$ cat src/hdl/sidac_pkg.sv
package sidac_pkg;

  localparam int Digits       = 10;
  localparam int BcdWidth     = 4 * Digits;
  localparam int ValueWidth   = 32;
  localparam int BitsPerStage = 8;
  localparam int ConvStages   = ValueWidth / BitsPerStage;

  localparam logic [7:0] ASCII_ZERO  = 8'h30;
  localparam logic [7:0] ASCII_MINUS = 8'h2D;

  // One item in flight: sign, BCD built so far, binary bits not yet shifted in.
  typedef struct packed {
    logic                  neg;
    logic [BcdWidth-1:0]   bcd;
    logic [ValueWidth-1:0] bin;
  } conv_t;

  // Eight double-dabble steps: correct each digit, then shift one binary bit in.
  function automatic logic [BcdWidth-1:0] dabble_step8(
    input logic [BcdWidth-1:0]     bcd_in,
    input logic [BitsPerStage-1:0] bits
  );
    logic [BcdWidth-1:0] acc;
    acc = bcd_in;
    for (int s = BitsPerStage - 1; s >= 0; s--) begin
      for (int d = 0; d < Digits; d++) begin
        if (acc[4*d +: 4] >= 4'd5) begin
          acc[4*d +: 4] = acc[4*d +: 4] + 4'd3;
        end
      end
      acc = {acc[BcdWidth-2:0], bits[s]};
    end
    return acc;
  endfunction

endpackage

$ cat src/hdl/sidac_serializer.sv
module sidac_serializer (
  input  logic                   clk,
  input  logic                   rst,
  input  logic                   load,
  input  sidac_pkg::conv_t       item,
  output logic                   ready,
  output logic                   strobe,
  output logic [7:0]             character,
  output logic                   last_char
);
  import sidac_pkg::*;

  logic                active;
  logic                minus_pend;
  logic [3:0]          pos;
  logic [BcdWidth-1:0] digits;
  logic [3:0]          first_idx;
  logic [3:0]          cur_digit;
  logic                at_last;

  // Highest nonzero digit; zero gives index 0 so a lone '0' comes out.
  always_comb begin
    first_idx = 4'd0;
    for (int i = 0; i < Digits; i++) begin
      if (item.bcd[4*i +: 4] != 4'd0) begin
        first_idx = 4'(i);
      end
    end
  end

  assign cur_digit = digits[{pos, 2'b00} +: 4];
  assign at_last   = !minus_pend && (pos == 4'd0);
  assign ready     = !active || at_last;
  assign strobe    = active;
  assign character = minus_pend ? ASCII_MINUS : (ASCII_ZERO + {4'd0, cur_digit});
  assign last_char = at_last;

  always_ff @(posedge clk) begin
    if (rst) begin
      active     <= 1'b0;
      minus_pend <= 1'b0;
    end else if (load) begin
      active     <= 1'b1;
      minus_pend <= item.neg;
      pos        <= first_idx;
      digits     <= item.bcd;
    end else if (active) begin
      if (minus_pend) begin
        minus_pend <= 1'b0;
      end else if (pos == 4'd0) begin
        active <= 1'b0;
      end else begin
        pos <= pos - 4'd1;
      end
    end
  end

endmodule

$ cat src/hdl/signed_int_to_decimal_ascii_top.sv
// Signed 32-bit integer to decimal ASCII text. An item is taken when start is
// high and busy is low. Its characters leave most significant first, one per
// cycle with strobe high, a '-' first for a negative value, and last_char on the
// final digit; the receiver cannot stall, so every strobed character must be
// taken in that cycle. The first character reaches the ports through the input
// register, four double-dabble stages of eight bits each, then the character
// serializer. An item has 1 to 11 characters; up to five further items wait in
// the pipeline, so a new item can be taken before earlier ones have left. busy
// is high while the input stage is full and cannot move on.
module signed_int_to_decimal_ascii_top (
  input  logic        clk,
  input  logic        rst,
  input  logic        start,
  input  logic [31:0] value,
  output logic        busy,
  output logic        strobe,
  output logic [7:0]  character,
  output logic        last_char
);
  import sidac_pkg::*;

  // Stage 0 holds the magnitude; stages 1..ConvStages run the conversion.
  conv_t                stage [ConvStages+1];
  logic [ConvStages:0]  valid;
  logic [ConvStages:0]  move;
  logic [ConvStages+1:0] free;
  logic                 ser_ready;
  logic                 take;

  // Backpressure ripples from the serializer toward the input.
  always_comb begin
    free[ConvStages+1] = ser_ready;
    for (int i = ConvStages; i >= 0; i--) begin
      move[i] = valid[i] && free[i+1];
      free[i] = !valid[i] || move[i];
    end
  end

  assign busy = !free[0];
  assign take = start && !busy;

  always_ff @(posedge clk) begin
    if (rst) begin
      valid <= '0;
    end else begin
      if (take) begin
        valid[0] <= 1'b1;
      end else if (move[0]) begin
        valid[0] <= 1'b0;
      end
      for (int i = 1; i <= ConvStages; i++) begin
        if (move[i-1]) begin
          valid[i] <= 1'b1;
        end else if (move[i]) begin
          valid[i] <= 1'b0;
        end
      end
    end
  end

  always_ff @(posedge clk) begin
    if (take) begin
      stage[0].neg <= value[31];
      stage[0].bcd <= '0;
      stage[0].bin <= value[31] ? (32'd0 - value) : value;
    end
  end

  for (genvar g = 1; g <= ConvStages; g++) begin : g_conv
    always_ff @(posedge clk) begin
      if (move[g-1]) begin
        stage[g].neg <= stage[g-1].neg;
        stage[g].bcd <= dabble_step8(stage[g-1].bcd,
                                     stage[g-1].bin[ValueWidth-1 -: BitsPerStage]);
        stage[g].bin <= {stage[g-1].bin[ValueWidth-BitsPerStage-1:0],
                         {BitsPerStage{1'b0}}};
      end
    end
  end

  sidac_serializer u_ser (
    .clk       (clk),
    .rst       (rst),
    .load      (move[ConvStages]),
    .item      (stage[ConvStages]),
    .ready     (ser_ready),
    .strobe    (strobe),
    .character (character),
    .last_char (last_char)
  );

endmodule

$ cat config.mk
export PLATFORM = sky130hd
export DESIGN_NAME = signed_int_to_decimal_ascii_top
export DESIGN_NICKNAME = d
export VERILOG_FILES = /design/src/hdl/sidac_pkg.sv /design/src/hdl/sidac_serializer.sv /design/src/hdl/signed_int_to_decimal_ascii_top.sv
export SDC_FILE = /design/constraint.sdc
export NUM_CORES = 1
export LEC_CHECK = 0
export ABC_AREA = 1
export BUFFER_PORTS_ARGS = -buffer_cell sky130_fd_sc_hd__buf_2
export CORE_MARGIN = 8
export CORE_UTILIZATION = 40
export DETAILED_ROUTE_END_ITERATION = 12
export HOLD_SLACK_MARGIN = 0.1
export SLEW_MARGIN = 20
export SYNTH_ARGS = -nofsm -noshare
export SYNTH_HDL_FRONTEND = slang
export SYNTH_HIERARCHICAL = 1
export SYNTH_SLANG_ARGS = --single-unit
$ cat constraint.sdc
create_clock -name clk -period 9.88 [get_ports clk]
set_clock_uncertainty 0.1 [all_clocks]
set_input_delay 0 -clock clk [delete_from_list [all_inputs] [get_ports clk]]
set_output_delay 0 -clock clk [all_outputs]
set_load 0.02 [all_outputs]
Yosys cells after proc, flatten, opt, wreduce, memory -nomap -nowiden:

Memories as Yosys holds them, arrays and structs flattened.
Index checks and enable logic that the tools add are counted.

* register bits: 51
* latch bits: 0
* memory bits (writable): 365
* ROM bits: 0
* input bits: 35
* output and inout port bits: 11
* word-level logic and storage cells: 1377
* memories kept: 1

Memories
* stage: words 5, bits a word 73, rd ports 5, clocked after Yosys merged registers in 0, wr ports 5, RTL line signed_int_to_decimal_ascii_top.sv:23 `conv_t stage [ConvStages+1];`

* $add $sub $neg: 323
* multipliers: 0
* divide/modulo/power cells: 0
* magnitude comparators: 320
* eq/ne operators: 2
* shift operators: 1
* muxes and demuxes: 681
* bitwise operators: 1
* reductions and logical operators: 39

Operator list (number)
* 4-bit two-way mux: 582
* 4-bit by 3-bit >= comparator with 1-bit output (second input constant): 320
* 4-bit by 2-bit adder with 4-bit output (second input constant): 288
* 3-bit two-way mux: 68
* 3-bit by 2-bit adder with 3-bit output (second input constant): 32
* 40-bit by 7-bit indexed part select with 4-bit output: 1
* 4-bit nonzero test: 9
* 32-bit two-way mux: 1
* 1-bit by 32-bit subtractor with 32-bit output (first input constant): 1
* 1-bit two-way mux: 27
* 2-bit nonzero test: 6
* 1-bit zero test: 8
* 8-bit two-way mux: 1
* 6-bit by 4-bit adder with 7-bit output (first input constant): 1
* 1-bit logical AND: 7
* 1-bit logical OR: 6
* 4-bit zero test: 1
* 2-bit two-way mux: 2
* 2-bit by 1-bit != test with 1-bit output (second input constant): 2
* 4-bit AND reduction: 1
* 4-bit by 1-bit subtractor with 4-bit output (second input constant): 1
* 2-bit AND reduction: 1
* 1-bit NOT: 1

Logic depth before layout (Yosys ltp):

Gate-level depths: netlist of run 1.

* depth in word-level cells: 34
* mapped depth: 48
* mapped depth without buffers: 48

Hierarchy:

Netlist of run 1, hierarchy kept.

By module, submodules not included
* signed_int_to_decimal_ascii_top: times used 1, cells each 3263, area each 22440.3 um^2
* sidac_serializer: times used 1, cells each 194, area each 2094.5 um^2

Worst setup path after synthesis of run 1:

No wires, ideal clock.

* kind: register to register
* start point: memory stage[3][60] (netlist bit)
* end point: memory stage[4][69] (netlist bit), data pin
* library setup time: 0.260 ns
* arrival time: 5.292 ns
* setup slack: 4.228 ns
* stages on the path, launching flop included: 39
* path through: edfxtp_1 -> inv_1 -> ha_1 -> inv_1 -> ha_1 -> inv_2 -> nand2_2 -> nand2_2 -> nand2_2 -> ha_1 -> nand3_1 -> nand4_1 -> and2_4 -> nand2_2 -> nand2_1 -> nand2_1 -> ha_1 -> inv_1 -> [3 not listed] -> inv_1 -> ha_1 -> a21boi_0 -> nand3_1 -> nand2_2 -> nand2_1 -> nand2_2 -> xor2_1 -> nand2_1 -> ha_1 -> o21bai_1 -> xnor2_1 -> inv_1 -> ha_1 -> inv_1 -> o21ai_0 -> nand2_1 -> xor2_1

RTL lines (RTL line)
* start: declaration: signed_int_to_decimal_ascii_top.sv:23

==> results.tsv, run 1 <==
metric	value	unit
antenna_found_initial	1	
cts.reportedPaths.clkPinSlew	0.07	ns
grt_pass1_vias	19500	
start_kind	flip-flop	
die-height	264	um
min_period	6.12	ns
cts_tree	built	
setup_viol	0	
cp-end-kind	flip-flop	
layout_common_cells	1056 x nand2_1, 553 x inv_1, 314 x nand3_1, 231 x edfxtp_1, 226 x nand2_2	
tightest_slew	0.708	ns
place_ws	3.73	ns
rsz0062_at_grt	no	
slew_headroom	52.4	%
syn_inst	3456	
postLayoutSetupSlackWorst	3.76	ns
drt_iter0_drc	654	
ant_nets	0	
viasPerCell	4.70	
postCtsSetupBuffers	0	
nets	3766	
critPathMaxFanout	5	
dpl-instance-area	25700	um^2
finalSetupTns	0	ns
drc	0	
fmax	163	MHz
status	finished clean	
worst-setup-path-type	reg2reg	
layout_commonest_cell	nand2_1	
grt_max_degree	43	
first_pass_iters	5	
worstPathRequired	10.08	ns
coreArea	60500	um^2
clk-insertion-delay-late	0.57	ns
grtUsageMet3	1.52	%
yosys_warnings	6	
finalHoldViolCount	0	
avgSynthCellArea	7.10	um^2
cts-root-buf	clkbuf_16	
finalCritPeriodShare	62.0	%
hpwl	35500	um
cp.arrival	6.33	ns
area_growth	11.4	%
wire_per_inst	10.1	um
rows	90	
n_antenna_cell	0	
maxCapViolations	0	
boundaryPins	46	
finalMaxSlewViolations	0	
syn_area	24500	um^2
grt_pass1_wl	80500	um
via_count	20700	
initial_core_util	40.6	%
min_path_type	in2reg	
met2_usage	24.9	%
die_w	264	um
overflow	0	
cpPeakStageDelay	0.44	ns
met1_usage	14.8	%
grt_busiest_layer	met2	
gp_congestion	0.778	
final_cell_area	27300	um^2
cpMostUsedCell	ha_1	
die-area	69500	um^2
ctsHtreeMaxLevel	1	
clkSinkCount	238	
drive_gt1_share	17.1	%
numCtsBuffers	29	
critPathSlowestCell	edfxtp_1	
clockBufferDepth	3	
track_usage	12.8	%
wl	44300	um
port_buffers	42	
-- final timing paths --
kind                startpoint      endpoint  slack (ns)  cells past startpoint
setup reg to reg  stage[3][60]  stage[4][69]        3.76                     39
hold / removal       value[20]  stage[0][20]        0.23                      3
setup / recovery  stage[3][60]  stage[4][69]        3.76                     39
hold reg to reg   stage[0][23]  stage[1][31]        0.31                      0
-- critical path: cells and delay by family (launching register included) --
family          cells  cell delay (ns)
simple gates       16             1.63
flops               1             0.44
fa+ha+maj           8             1.46
buf+inv             7             0.49
compound gates      4             0.97
xor+xnor            4             0.79
-- stage by stage --
stage	cells	utilization [%]	hold slack [ns]
2_1_floorplan	3457	-	-0.0309
3_3_place_gp	4273	42.5	0.128
3_5_place_dp	4273	42.5	0.127
4_1_cts	4390	45.1	0.193
5_1_grt	4394	45.2	0.220
6_report	4394	45.2	0.229
-- registers in the layout, indices dropped and copies added, names as in the netlist --
signal	count
u_ser/strobe	1
stage	187
u_ser/digits	40
u_ser/minus_pend	1
u_ser/pos	4
valid	5
-- per-layer routing --
layer  up-vias  share of wire, %
met1      8935                46
met4         0               1.3
li1      11600                 -
met2        94                50
met3        32               1.9
met5         -                 0
-- layout make-up --
type / count / area [um^2]
multi-input cells: 2613 / 15200
clock inverters: 20 / 156
clock buffers: 34 / 754
repair buffers: 111 / 936
inverters: 596 / 2240
flip-flops and latches: 238 / 7080
well taps: 782 / 978
fillers: 6107 / 33100
-- timing repair --
action,4_1_cts,5_1_grt
setup endpoints to repair,0,0
endpoints found under the hold margin,117,0
hold buffers,63,0
gates resized for setup,0,0
Power of run 1 is not shown: default switching activity piles up to over one toggle a cycle in this logic, so the estimate is an artifact.
==> run 2: changes to the inputs <==
- clock period: 9.88 -> 6.3 ns (I/O delays scaled with it)
==> run 2 against run 1 <==
Effect of this change: wire length down 0.18%; register-to-register slack worse by 3.2 ns; via count about the same; critical path depth up 3; utilization up 0.24 points; global-route usage down 0.14 points; flip-flop and latch count unchanged.
==> results.tsv, run 2 (same netlist as run 1, synthesis figures left out) <==
metric	value	unit
status	finished clean	
nets	3768	
area_growth	12.0	%
viasPerCell	4.70	
antenna_found_initial	0	
cts_tree	built	
critPathSlowestCell	edfxtp_1	
start_kind	flip-flop	
critPathMaxFanout	5	
finalCritPeriodShare	90.6	%
layout_commonest_cell	nand2_1	
via_count	20700	
cts-root-buf	clkbuf_16	
overflow	0	
hpwl	35600	um
wl_met1	20300	um
wl_met3	855	um
grt_pass1_vias	19200	
grt_pass1_wl	79200	um
port_buffers	42	
die_w	264	um
drc	0	
fmax	175	MHz
hold_depth	3	
clockBufferDepth	3	
wire_per_inst	10.1	um
top_register	stage	
slew_headroom	28.0	%
cts.reportedPaths.clkPinSlew	0.06	ns
clk-insertion-delay-late	0.56	ns
first_pass_iters	4	
finalMaxSlewViolations	0	
drive_gt1_share	18.0	%
min_period	5.71	ns
top_regs	stage: 187 flops, u_ser/digits: 40 flops, valid: 5 flops	
clkSinkCount	238	
holdWs	0.236	ns
finalHoldViolCount	0	
dr.max_layer_used	met4	
cp.arrival	5.92	ns
gp_congestion	0.775	
n_antenna_cell	0	
tightest_slew	1.08	ns
cpPeakStageDelay	0.42	ns
grt_max_degree	42	
die-area	69500	um^2
numCtsBuffers	29	
setup_viol	0	
layout_common_cells	1054 x nand2_1, 547 x inv_1, 307 x nand3_1, 231 x edfxtp_1, 227 x nand2_2	
largest_reg_flops	187	
worst-setup-path-type	reg2reg	
boundaryPins	46	
met2_length	22300	um
cp-end-kind	flip-flop	
coreArea	60500	um^2
die-height	264	um
track_usage	12.6	%
ant_nets	0	
rows	90	
initial_core_util	40.6	%
min_path_type	in2reg	
drt_iter0_drc	600	
ctsHtreeMaxLevel	1	
wl	44200	um
maxCapViolations	0	
worstRegToRegCells	42	
worstPathRequired	6.52	ns
run 2: cell count changes in the layout (fill, tap and decap cells not counted), sizes merged:
cell	delta
clkinv	+1
bufinv	+2
buf	+4
clkinvlp	+1
dlygate4sd3	-2
clkbuf	-5
run 2: repair_timing:
item                       CTS  global route
resized for setup            0            30
setup endpoints to repair    0            33
hold buffers                61             0
buffers inserted             0             4
hold endpoints to repair    77             0
run 2: layout make-up:
class	count	area, um^2
clock inverters	24	236
clock buffers	29	726
well taps	782	978
fillers	6065	33000
multi-input cells	2613	15300
repair buffers	113	921
inverters	596	2240
flip-flops and latches	238	7080
run 2: path summary, 6_finish.rpt:
check / startpoint / end / slack (ns)
worst min-delay path: rst / valid[4] / 0.24
worst max register to register: stage[3][60] / stage[4][61] / 0.59
worst min register to register: stage[1][14] / stage[2][22] / 0.30
worst max-delay path: stage[3][60] / stage[4][61] / 0.59
run 2: worst max-delay path: cells and delay by family (launching register included):
kind / cells / cell delay [ns]
adders and majority gates: 8 / 1.45
buffers and inverters: 5 / 0.35
DFF: 1 / 0.42
and+or+nand+nor: 29 / 3.15
run 2: metrics by stage:
step	cell area, um^2	instances	setup slack, ns	util [%]	TNS, ns
3_5_place_dp	25700	4275	0.295	42.5	0
3_3_place_gp	25700	4275	0.407	42.5	0
5_1_grt	27500	4395	-0.0349	45.4	-0.0560
6_report	27500	4395	0.593	45.4	0
4_1_cts	27300	4389	0.284	45.1	0
2_1_floorplan	24500	3457	0.648	-	0
run 2: per-layer routing:
layer | vias up | GRT usage, %
met4 | 0 | 2.48
met2 | 99 | 24.5
met1 | 8947 | 14.7
li1 | 11600 | -
met5 | - | 0
met3 | 38 | 1.42
Power of run 2 is left out for the same reason.
==> run 3: changes to the inputs <==
- REMOVE_ABC_BUFFERS: default -> 1
- clock period: 6.3 -> 6.2 ns (I/O delays scaled with it)
==> run 3 against run 2 <==
Effect of this change: cell area grew 0.58%; sequential share of layout area fell by 0.15 points; global-route usage is 0.30 points higher; critical path depth is the same; non-clock buffer count is 10 higher; die area is the same; largest cell class unchanged.
==> results.tsv, run 3 (same netlist as run 1, synthesis figures left out) <==
metric	value	unit
finalHoldViolCount	0	
overflow	0	
cts_tree	built	
viasPerCell	4.73	
first_pass_iters	5	
cp-end-kind	flip-flop	
maxCapViolations	0	
wire_per_inst	10.2	um
grt_pass1_wl	81100	um
regToRegStartpoint	stage[3][60]	
initial_core_util	40.6	%
track_usage	12.9	%
grt_pass1_vias	19600	
largest_reg_flops	187	
start_kind	flip-flop	
die-height	264	um
boundaryPins	46	
antenna_found_initial	0	
min_path_type	in2reg	
coreArea	60500	um^2
tightest_slew	0.727	ns
worst-setup-path-type	reg2reg	
die-area	69500	um^2
timing.critical_path.to	stage[4][61]	
cts.reportedPaths.clkPinSlew	0.06	ns
via_count	20800	
hpwl	35400	um
layout_common_cells	1048 x nand2_1, 544 x inv_1, 302 x nand3_1, 232 x nand2_2, 231 x edfxtp_1	
dpl-instance-area	25700	um^2
critPathSlowestCell	edfxtp_1	
worstRegToRegCells	42	
top_register	stage	
fillers	6025	
drive_gt1_share	18.5	%
layout_commonest_cell	nand2_1	
top_regs	stage: 187 flops, u_ser/digits: 40 flops, valid: 5 flops	
worstPathRequired	6.43	ns
die_w	264	um
finalCritPeriodShare	91.7	%
finalMaxSlewViolations	0	
numCtsBuffers	29	
ctsHtreeMaxLevel	1	
setup_viol	0	
rows	90	
fmax	176	MHz
slew_headroom	51.2	%
nets	3778	
critPathMaxFanout	5	
drc	0	
area_growth	12.6	%
grt_max_degree	42	
status	finished clean	
ant_nets	0	
r2r_end	stage[4][61]	
cp.arrival	5.91	ns
n_antenna_cell	0	
wl	45000	um
drt_iter0_drc	701	
final_cell_area	27600	um^2
critPathLaunch	stage[3][60]	
cpPeakStageDelay	0.45	ns
clkSinkCount	238	
cts-root-buf	clkbuf_16	
clockBufferDepth	3	
min_period	5.68	ns
clk-insertion-delay-late	0.58	ns
port_buffers	42	
r2r_slack	0.52	ns
gp_congestion	0.789	
holdWs	0.212	ns
-- run 3: cell count changes in the layout (fill, tap and decap cells not counted), sizes merged --
cell / delta
buf: +5
clkbuf: +5
dlygate4sd3: +5
clkinv: -4
clkinvlp: -2
inv: +1
-- run 3: layout make-up --
| cell class | instances | area, um^2 | area share (%) |
|---|---|---|---|
| Sequential cell | 238 | 7080 | 25.6 |
| Multi-Input combinational cell | 2613 | 15400 | 55.7 |
| Inverter | 596 | 2240 | 8.10 |
| Tap cell | 782 | 978 | 3.54 |
| Timing Repair Buffer | 123 | 1010 | 3.65 |
| Clock buffer | 34 | 744 | 2.69 |
| Clock inverter | 19 | 205 | 0.743 |
-- run 3: metal layers --
metal / GRT usage, % / share of wire [%] / wire, um
met1: 14.6 / 44 / 19900
met2: 25.5 / 52 / 23200
met3: 1.61 / 2.3 / 1020
met4: 2.75 / 2.0 / 910
met5: 0 / 0 / 0
-- run 3: worst min-delay path by stage --
stage,slack (ns),depth (start not counted),from,endpoint
2_1_floorplan,-0.03,1,rst,valid[1]
3_3_place_gp,0.12,1,value[0],stage[0][0]
3_5_place_dp,0.12,1,value[0],stage[0][0]
4_1_cts,0.15,3,value[30],stage[0][30]
5_1_grt,0.20,3,value[30],stage[0][30]
6_report,0.21,3,value[30],stage[0][30]
-- run 3: worst max-delay path: cells and delay by family (launching register included) --
family | cells | cell delay (ns)
buf+inv | 5 | 0.33
simple gates | 29 | 3.08
fa+ha+maj | 8 | 1.50
flops | 1 | 0.45
-- run 3: what timing repair did --
item,in CTS,in global routing
endpoints found under the hold margin,94,0
buffers inserted,0,8
resized for setup,0,54
hold buffers,66,0
setup endpoints to repair,0,42
-- run 3: through the flow --
stage	setup TNS (ns)	util, %	worst slack (ns)	std cells
4_1_cts	0	45.2	0.176	4395
6_report	0	45.7	0.516	4405
2_1_floorplan	0	-	0.548	3447
3_3_place_gp	0	42.5	0.288	4276
5_1_grt	-0.162	45.7	-0.0373	4405
3_5_place_dp	0	42.5	0.177	4276
Power of run 3 is left out for the same reason.
